**src/sv/rcb_pkg.sv**
```systemverilog
// Shared types and codes of the RGBA color blend unit.
package rcb_pkg;

  localparam int unsigned FACTOR_W = 4;
  localparam int unsigned OP_W     = 3;
  localparam int unsigned CFG_IDX_W  = 3;
  localparam int unsigned CFG_DATA_W = 4;
  localparam int unsigned STAGES     = 4;

  typedef enum logic [FACTOR_W-1:0] {
    FACT_ZERO          = 4'd0,
    FACT_ONE           = 4'd1,
    FACT_SRC_COL       = 4'd2,
    FACT_SRC_ALPHA     = 4'd3,
    FACT_DST_COL       = 4'd4,
    FACT_DST_ALPHA     = 4'd5,
    FACT_INV_SRC_COL   = 4'd6,
    FACT_INV_SRC_ALPHA = 4'd7,
    FACT_INV_DST_COL   = 4'd8,
    FACT_INV_DST_ALPHA = 4'd9
  } factor_t;

  typedef enum logic [OP_W-1:0] {
    OP_ADD     = 3'd0,
    OP_SUB     = 3'd1,
    OP_REV_SUB = 3'd2,
    OP_MIN     = 3'd3,
    OP_MAX     = 3'd4
  } blend_op_t;

  typedef enum logic [CFG_IDX_W-1:0] {
    REG_RGB_SRC_FACTOR   = 3'd0,
    REG_RGB_DST_FACTOR   = 3'd1,
    REG_ALPHA_SRC_FACTOR = 3'd2,
    REG_ALPHA_DST_FACTOR = 3'd3,
    REG_RGB_BLEND_OP     = 3'd4,
    REG_ALPHA_BLEND_OP   = 3'd5
  } cfg_reg_t;

  // Load enables of the four pipeline stages, first stage to last.
  typedef struct packed {
    logic sel;
    logic mul;
    logic div;
    logic comb;
  } stage_en_t;

  // Blend setting of one lane.
  typedef struct packed {
    logic [FACTOR_W-1:0] src_factor;
    logic [FACTOR_W-1:0] dst_factor;
    logic [OP_W-1:0]     op;
  } lane_cfg_t;

endpackage

```
**src/sv/rcb_cfg_regs.sv**
```systemverilog
// Configuration register file of the RGBA color blend unit.
module rcb_cfg_regs (
  input  logic                            clk,
  input  logic                            rst_n,
  input  logic                            cfg_valid,
  output logic                            cfg_ready,
  input  logic [rcb_pkg::CFG_IDX_W-1:0]   cfg_index,
  input  logic [rcb_pkg::CFG_DATA_W-1:0]  cfg_data,
  output rcb_pkg::lane_cfg_t              rgb_cfg,
  output rcb_pkg::lane_cfg_t              alpha_cfg
);

  rcb_pkg::lane_cfg_t rgb_cfg_r;
  rcb_pkg::lane_cfg_t alpha_cfg_r;

  assign cfg_ready = 1'b1;

  always_ff @(posedge clk) begin
    if (!rst_n) begin
      rgb_cfg_r.src_factor   <= rcb_pkg::FACT_ONE;
      rgb_cfg_r.dst_factor   <= rcb_pkg::FACT_ZERO;
      rgb_cfg_r.op           <= rcb_pkg::OP_ADD;
      alpha_cfg_r.src_factor <= rcb_pkg::FACT_ONE;
      alpha_cfg_r.dst_factor <= rcb_pkg::FACT_ZERO;
      alpha_cfg_r.op         <= rcb_pkg::OP_ADD;
    end else if (cfg_valid) begin
      case (cfg_index)
        rcb_pkg::REG_RGB_SRC_FACTOR:   rgb_cfg_r.src_factor   <= cfg_data;
        rcb_pkg::REG_RGB_DST_FACTOR:   rgb_cfg_r.dst_factor   <= cfg_data;
        rcb_pkg::REG_ALPHA_SRC_FACTOR: alpha_cfg_r.src_factor <= cfg_data;
        rcb_pkg::REG_ALPHA_DST_FACTOR: alpha_cfg_r.dst_factor <= cfg_data;
        rcb_pkg::REG_RGB_BLEND_OP:     rgb_cfg_r.op   <= cfg_data[rcb_pkg::OP_W-1:0];
        rcb_pkg::REG_ALPHA_BLEND_OP:   alpha_cfg_r.op <= cfg_data[rcb_pkg::OP_W-1:0];
        default: ;
      endcase
    end
  end

  assign rgb_cfg   = rgb_cfg_r;
  assign alpha_cfg = alpha_cfg_r;

endmodule

```
**src/sv/rcb_lane.sv**
```systemverilog
// Four-stage datapath of one color channel: factor select, multiply, divide, combine.
module rcb_lane #(
  parameter int unsigned CHANNEL_BITS = 8
) (
  input  logic                    clk,
  input  rcb_pkg::stage_en_t      en,
  input  rcb_pkg::lane_cfg_t      cfg,
  input  logic [CHANNEL_BITS-1:0] src_col,
  input  logic [CHANNEL_BITS-1:0] src_alpha,
  input  logic [CHANNEL_BITS-1:0] dst_col,
  input  logic [CHANNEL_BITS-1:0] dst_alpha,
  output logic [CHANNEL_BITS-1:0] blended
);

  localparam int unsigned N = CHANNEL_BITS;
  localparam logic [N-1:0] CH_MAX  = {N{1'b1}};
  localparam logic [2*N:0] HALF    = (2*N+1)'(CH_MAX >> 1);
  localparam logic [2*N:0] ONE_EXT = (2*N+1)'(1);

  function automatic logic [N-1:0] pick(input logic [rcb_pkg::FACTOR_W-1:0] code,
                                        input logic [N-1:0] s, input logic [N-1:0] sa,
                                        input logic [N-1:0] d, input logic [N-1:0] da);
    logic [N-1:0] f;
    case (code)
      rcb_pkg::FACT_ZERO:          f = '0;
      rcb_pkg::FACT_ONE:           f = CH_MAX;
      rcb_pkg::FACT_SRC_COL:       f = s;
      rcb_pkg::FACT_SRC_ALPHA:     f = sa;
      rcb_pkg::FACT_DST_COL:       f = d;
      rcb_pkg::FACT_DST_ALPHA:     f = da;
      rcb_pkg::FACT_INV_SRC_COL:   f = CH_MAX - s;
      rcb_pkg::FACT_INV_SRC_ALPHA: f = CH_MAX - sa;
      rcb_pkg::FACT_INV_DST_COL:   f = CH_MAX - d;
      rcb_pkg::FACT_INV_DST_ALPHA: f = CH_MAX - da;
      default:                     f = '0;
    endcase
    return f;
  endfunction

  // Rounded division by 2^N-1: y = p + M/2, then q = (y + (y >> N) + 1) >> N,
  // exact for every quotient up to M.
  function automatic logic [N-1:0] div_round(input logic [2*N-1:0] p);
    logic [2*N:0] y;
    logic [2*N:0] t;
    y = {1'b0, p} + HALF;
    t = y + (y >> N) + ONE_EXT;
    return t[2*N-1:N];
  endfunction

  // Stage 1: channel values and selected factors.
  logic [N-1:0] s_col_r, s_fac_r, d_col_r, d_fac_r;
  // Stage 2: products.
  logic [2*N-1:0] s_prod_r, d_prod_r;
  // Stage 3: weighted terms.
  logic [N-1:0] s_term_r, d_term_r;
  // Stage 4: blended channel.
  logic [N-1:0] blend_r, blend_nxt;
  logic [N:0]   sum;

  always_ff @(posedge clk) begin
    if (en.sel) begin
      s_col_r <= src_col;
      d_col_r <= dst_col;
      s_fac_r <= pick(cfg.src_factor, src_col, src_alpha, dst_col, dst_alpha);
      d_fac_r <= pick(cfg.dst_factor, src_col, src_alpha, dst_col, dst_alpha);
    end
    if (en.mul) begin
      s_prod_r <= s_col_r * s_fac_r;
      d_prod_r <= d_col_r * d_fac_r;
    end
    if (en.div) begin
      s_term_r <= div_round(s_prod_r);
      d_term_r <= div_round(d_prod_r);
    end
    if (en.comb) begin
      blend_r <= blend_nxt;
    end
  end

  assign sum = {1'b0, s_term_r} + {1'b0, d_term_r};

  always_comb begin
    case (cfg.op)
      rcb_pkg::OP_SUB:     blend_nxt = (s_term_r > d_term_r) ? s_term_r - d_term_r : '0;
      rcb_pkg::OP_REV_SUB: blend_nxt = (d_term_r > s_term_r) ? d_term_r - s_term_r : '0;
      rcb_pkg::OP_MIN:     blend_nxt = (s_term_r < d_term_r) ? s_term_r : d_term_r;
      rcb_pkg::OP_MAX:     blend_nxt = (s_term_r > d_term_r) ? s_term_r : d_term_r;
      default:             blend_nxt = sum[N] ? CH_MAX : sum[N-1:0];
    endcase
  end

  assign blended = blend_r;

endmodule

```
**src/sv/rgba_color_blend_unit.sv**
```systemverilog
// Top level of the RGBA color blend unit: stream ports, stage control, lanes.
//
// Usage: a source and a destination pixel enter as one transfer on the in_
// stream; the blended pixel leaves as one transfer on the out_ stream, in the
// same order. Blend factors and operations are set through the cfg_ write
// channel (index 0..5, other indexes ignored), which is always ready; write it
// only while no pixel is in flight.
// An input transfer passes four register stages on its way to the output:
// factor select, multiply, rounded division by the channel maximum, and
// combine. Throughput is one pixel per cycle while out_tready stays high, set
// by the four per-channel multiplier pairs working in parallel.
// Each stage holds a valid bit and loads whenever it is empty or the stage
// after it moves, so bubbles close up while the receiver stalls and in_tready
// only drops once all four stages hold a pixel and out_tready is low.
// Reset empties the pipeline and sets the registers to source factor one,
// destination factor zero and add, which passes the source pixel through.
module rgba_color_blend_unit #(
  parameter int unsigned CHANNEL_BITS = 8
) (
  input  logic                              clk,
  input  logic                              rst_n,
  input  logic                              in_tvalid,
  output logic                              in_tready,
  // src_red, src_green, src_blue, src_alpha, dst_red, dst_green, dst_blue, dst_alpha
  input  logic [8*CHANNEL_BITS-1:0]         in_tdata,
  output logic                              out_tvalid,
  input  logic                              out_tready,
  // out_red, out_green, out_blue, out_alpha, zero padding to whole bytes
  output logic [((4*CHANNEL_BITS+7)/8)*8-1:0] out_tdata,
  input  logic                              cfg_valid,
  output logic                              cfg_ready,
  input  logic [rcb_pkg::CFG_IDX_W-1:0]     cfg_index,
  input  logic [rcb_pkg::CFG_DATA_W-1:0]    cfg_data
);

  localparam int unsigned N     = CHANNEL_BITS;
  localparam int unsigned OUT_W = ((4*CHANNEL_BITS+7)/8)*8;

  rcb_pkg::lane_cfg_t rgb_cfg;
  rcb_pkg::lane_cfg_t alpha_cfg;
  rcb_pkg::stage_en_t en;

  logic [rcb_pkg::STAGES-1:0] vld_r;
  logic [N-1:0] src_ch [4];
  logic [N-1:0] dst_ch [4];
  logic [N-1:0] res_ch [4];

  rcb_cfg_regs u_cfg (
    .clk       (clk),
    .rst_n     (rst_n),
    .cfg_valid (cfg_valid),
    .cfg_ready (cfg_ready),
    .cfg_index (cfg_index),
    .cfg_data  (cfg_data),
    .rgb_cfg   (rgb_cfg),
    .alpha_cfg (alpha_cfg)
  );

  // A stage moves when it is empty or its successor moves.
  assign en.comb = !vld_r[3] || out_tready;
  assign en.div  = !vld_r[2] || en.comb;
  assign en.mul  = !vld_r[1] || en.div;
  assign en.sel  = !vld_r[0] || en.mul;

  assign in_tready  = en.sel;
  assign out_tvalid = vld_r[3];

  always_ff @(posedge clk) begin
    if (!rst_n) begin
      vld_r <= '0;
    end else begin
      if (en.sel)  vld_r[0] <= in_tvalid;
      if (en.mul)  vld_r[1] <= vld_r[0];
      if (en.div)  vld_r[2] <= vld_r[1];
      if (en.comb) vld_r[3] <= vld_r[2];
    end
  end

  for (genvar i = 0; i < 4; i++) begin : g_lane
    assign src_ch[i] = in_tdata[i*N +: N];
    assign dst_ch[i] = in_tdata[(i+4)*N +: N];

    rcb_lane #(
      .CHANNEL_BITS (CHANNEL_BITS)
    ) u_lane (
      .clk       (clk),
      .en        (en),
      .cfg       ((i == 3) ? alpha_cfg : rgb_cfg),
      .src_col   (src_ch[i]),
      .src_alpha (src_ch[3]),
      .dst_col   (dst_ch[i]),
      .dst_alpha (dst_ch[3]),
      .blended   (res_ch[i])
    );
  end

  assign out_tdata = OUT_W'({res_ch[3], res_ch[2], res_ch[1], res_ch[0]});

  // An empty output stage never holds back the input.
  a_ready_when_drained: assert property (@(posedge clk) disable iff (!rst_n)
    !out_tvalid |-> in_tready)
    else $error("input stalled with an empty output stage");

  // The input only stalls when every stage is full and the receiver waits.
  a_stall_only_when_full: assert property (@(posedge clk) disable iff (!rst_n)
    !in_tready |-> ((&vld_r) && !out_tready))
    else $error("input stalled while the pipeline had room");

  // The first cycle after reset shows the pass-through setting.
  a_reset_setting: assert property (@(posedge clk)
    (rst_n && $past(!rst_n)) |-> (rgb_cfg.src_factor == rcb_pkg::FACT_ONE &&
                                  alpha_cfg.dst_factor == rcb_pkg::FACT_ZERO &&
                                  rgb_cfg.op == rcb_pkg::OP_ADD))
    else $error("configuration not at its reset setting after reset");

endmodule

```
**config.mk**
```make
export PLATFORM = sky130hd
export DESIGN_NAME = rgba_color_blend_unit
export DESIGN_NICKNAME = d
export VERILOG_FILES = /design/src/sv/rcb_pkg.sv /design/src/sv/rcb_cfg_regs.sv /design/src/sv/rcb_lane.sv /design/src/sv/rgba_color_blend_unit.sv
export SDC_FILE = /design/constraint.sdc
export NUM_CORES = 2
export LEC_CHECK = 0
export ABC_AREA = 0
export BUFFER_PORTS_ARGS = -buffer_cell sky130_fd_sc_hd__buf_2
export CAP_MARGIN = 10
export CORE_ASPECT_RATIO = 0.5
export CORE_MARGIN = 10
export CORE_UTILIZATION = 60
export CTS_CLUSTER_DIAMETER = 150
export DETAILED_ROUTE_END_ITERATION = 10
export GPL_TIMING_DRIVEN = 0
export PLACE_DENSITY = 0.77
export SLEW_MARGIN = 30
export SYNTH_ARGS = -nofsm -noshare
export SYNTH_HDL_FRONTEND = slang
export SYNTH_SLANG_ARGS = --single-unit
```
**constraint.sdc**
```tcl
create_clock -name clk -period 5.06 [get_ports clk]
set_input_delay 0.506 -clock clk [delete_from_list [all_inputs] [get_ports clk]]
set_output_delay 0.506 -clock clk [all_outputs]
set_load 0.03 [all_outputs]
```
==> results.cfg <==
[status]
outcome = complete, no violations

[clock_network]
clkSinkCount = 378
clk_latency_ns = 0.59
postCtsSetupBuffers = 0
postCtsHoldBufs = 0
htree_levels = 2
ctsLongestPathBuffers = 3
cts_buffers = 41
cts_root_buf = clkbuf_16
path_clk_slew_ns = 0.06
cts_tree = yes

[final_layout]
fin_area_um2 = 44800
fin_util_pct = 65.2
syn_to_final_growth_pct = 8.02
drive_gt1_share_pct = 6.14
seqCellArea_um2 = 11100
nNetsFinal = 5280
multiInputGateArea_um2 = 27900
nFillCells = 5453

[critical_path]
path_buf_inv = 2
critPathLaunchType = register
cp_top_family = adder cells
cp.arrival_ns = 5.18
crit_fanout = 8
cp.required_ns = 5.41
critPathKind = reg -> reg
crit_top_cell = fa_1
cp_slowest_cell = edfxtp_1
max_stage_delay_ns = 0.55
cp-end-kind = register
path_cells = and2_1 -> fa_1 -> fa_1 -> fa_1 -> inv_1 -> fa_1 -> inv_1 -> ha_1 -> or3_1 -> o21ai_0 -> a21oi_1 -> a211oi_1 -> a21oi_1 -> xnor2_1

[sta]
slew_viol_final = 0
fmax_ghz = 0.207
hold_viol = 0
setup_viol = 0
max_slew.worst_pin.slew_ns = 0.929
tns_ns = 0
max_slew_margin_pct = 37.6
finalCriticalPeriod_ns = 4.83
period_share_pct = 95.6
clock_skew_ns = 0.0269
whs_ns = 0.162
rsz0062_at_grt = no

[placement]
io_buffers = 109
routabilityCongestion = 0.965
place_area_um2 = 43300
place_hpwl_um = 83800

[detailed_routing]
viasPerCell = 5.95
drt_iter0_drc = 3042
avgRoutedWirePerCell_um = 19.4
drt_wl_total_um = 104000
vias = 32100
drtPass1Iterations = 6
drc = 0
postRouteAntennaNets = 0

[logic_synthesis]
async_flop_share_pct = 0
synth_most_common_cell = inv_1
synth_ff_type = edfxtp_1
syn_nets = 5123
ys_types = 90
synth-seq-area-share_pct = 26.7
netlist.area_leader.share_pct = 25.5
ys_ff_latch = 378
yosys-top-cells-area = edfxtp_1 (25%), fa_1 (14%), ha_1 (14%), and2_1 (6.5%), inv_1 (5.1%)
synth_top_area_cell = edfxtp_1
synth_cells = 4291
synth_top_cells_by_count = inv_1 (564), ha_1 (456), and2_1 (428), edfxtp_1 (352), fa_1 (300)
synth_area_um2 = 41500
synth_area_per_cell_um2 = 9.66
ys_warn_count = 0
synth_edf_count = 352

[min_path]
hold_path_class = in -> reg

[global_routing]
grt_max_degree = 73
first_global_vias = 32100
antenna_found_initial = 11
grt_pass1_wl_um = 170000
grt-ovfl-total = 0
track_usage_pct = 26.0

[power]
p_per_area_nw_per_um2 = 489
p_leak_nw = 20.5
vdd_drop_max_mv = 0.378
p_total_mw = 21.9

[die]
die_x_um = 392
dieArea_um2 = 80700
fp.coreArea_um2 = 68700
initial_core_util_pct = 60.4
rows = 68
die_y_um = 206
io_pins = 111

[flow_run]
maxCapViolCount = 0
metrics by stage:
step,instances,setup slack [ns]
floorplan,4291,0.613
global placement,5310,-0.785
detailed placement,5315,0.300
CTS,5391,0.247
global route,5395,0.0299
finish,5397,0.225
flip-flops by register name, summed over array words and instances (netlist names):
signal and flops:
g_lane.u_lane.d_prod_r 64, vld_r 4, u_cfg.rgb_cfg 11, g_lane.u_lane.blended 32, g_lane.u_lane.s_col_r 32, u_cfg.alpha_cfg 11
g_lane.u_lane.s_fac_r 32, g_lane.u_lane.s_term_r 32, g_lane.u_lane.d_term_r 32, g_lane.u_lane.s_prod_r 64, g_lane.u_lane.d_fac_r 32, g_lane.u_lane.d_col_r 32
cell families (layout without fill, tap and decap cells):
group | count (synthesis) | in the layout | share of synthesized area [%]
muxes | 92 | 92 | 2.32
DFF | 378 | 378 | 26.7
xor gates and xnor gates | 362 | 362 | 7.65
AOI/OAI and AO/OA | 791 | 791 | 12.7
buffers and inverters | 670 | 860 | 6.10
and+or+nand+nor | 1241 | 1241 | 16.2
other | 1 | 7 | 0.00904
adders and majority gates | 756 | 756 | 28.2
final timing paths:
kind	start	to	slack, ns	depth (start not counted)
hold / removal	in_tvalid	vld_r[0]	0.16	3
setup / recovery	g_lane[2].u_lane.s_fac_r[2]	g_lane[2].u_lane.s_prod_r[15]	0.23	14
hold reg to reg	u_cfg.alpha_cfg[7]	u_cfg.alpha_cfg[7]	0.48	2
setup reg to reg	g_lane[2].u_lane.s_fac_r[2]	g_lane[2].u_lane.s_prod_r[15]	0.23	14
final cells by class:
cell class / instances / share of cell area, %
Antenna cell: 6 / 0.0335
Buffer: 106 / 0.919
Clock buffer: 50 / 2.39
Clock inverter: 26 / 0.832
Inverter: 564 / 4.74
Multi-Input combinational cell: 3243 / 62.3
Sequential cell: 378 / 24.8
Tap cell: 910 / 2.54
Timing Repair Buffer: 114 / 1.46
power by group:
group,switching (mW),internal (mW)
registers,0.842,4.72
logic,7.73,5.33
clock network,1.32,1.93
layout by cell type, fill, tap and decap left out, drive strengths merged, types with 39 or more instances in the layout:
| cell | synthesis | final |
|---|---|---|
| xnor2 | 225 | 225 |
| a21o | 43 | 43 |
| fa | 300 | 300 |
| nand2 | 261 | 261 |
| inv | 564 | 567 |
| a22oi | 70 | 70 |
| buf | 14 | 128 |
| o22a | 49 | 49 |
| nand3 | 67 | 67 |
| nor2 | 161 | 161 |
| mux2i | 59 | 59 |
| xor2 | 137 | 137 |
| ha | 456 | 456 |
| edfxtp | 352 | 352 |
| o21ai | 120 | 120 |
| o21a | 39 | 39 |
| nor2b | 67 | 67 |
| and2 | 428 | 428 |
| clkbuf | 92 | 142 |
| o22ai | 50 | 50 |
| nor3 | 68 | 68 |
| a21oi | 210 | 210 |
tightest hold or removal path: cells and delay by family:
kind	cells	cell delay (ns)
AOI/OAI and AO/OA	1	0.03
and+or+nand+nor	1	0.09
buffers and inverters	1	0.08
routing by layer:
metal | track usage (%) | vias up | routed length, um
met5 | 0 | - | 12
met1 | 36.2 | 15700 | 46300
li1 | - | 15100 | -
met3 | 5.11 | 203 | 9130
met4 | 7.23 | 2 | 2850
met2 | 41.4 | 1215 | 46200
timing repair:
action | CTS | global route
hold endpoints to repair | 0 | 0
endpoints found under the setup margin | 0 | 8
gates resized for setup | 0 | 7
Note: power is estimated with default switching activity, not from simulation.
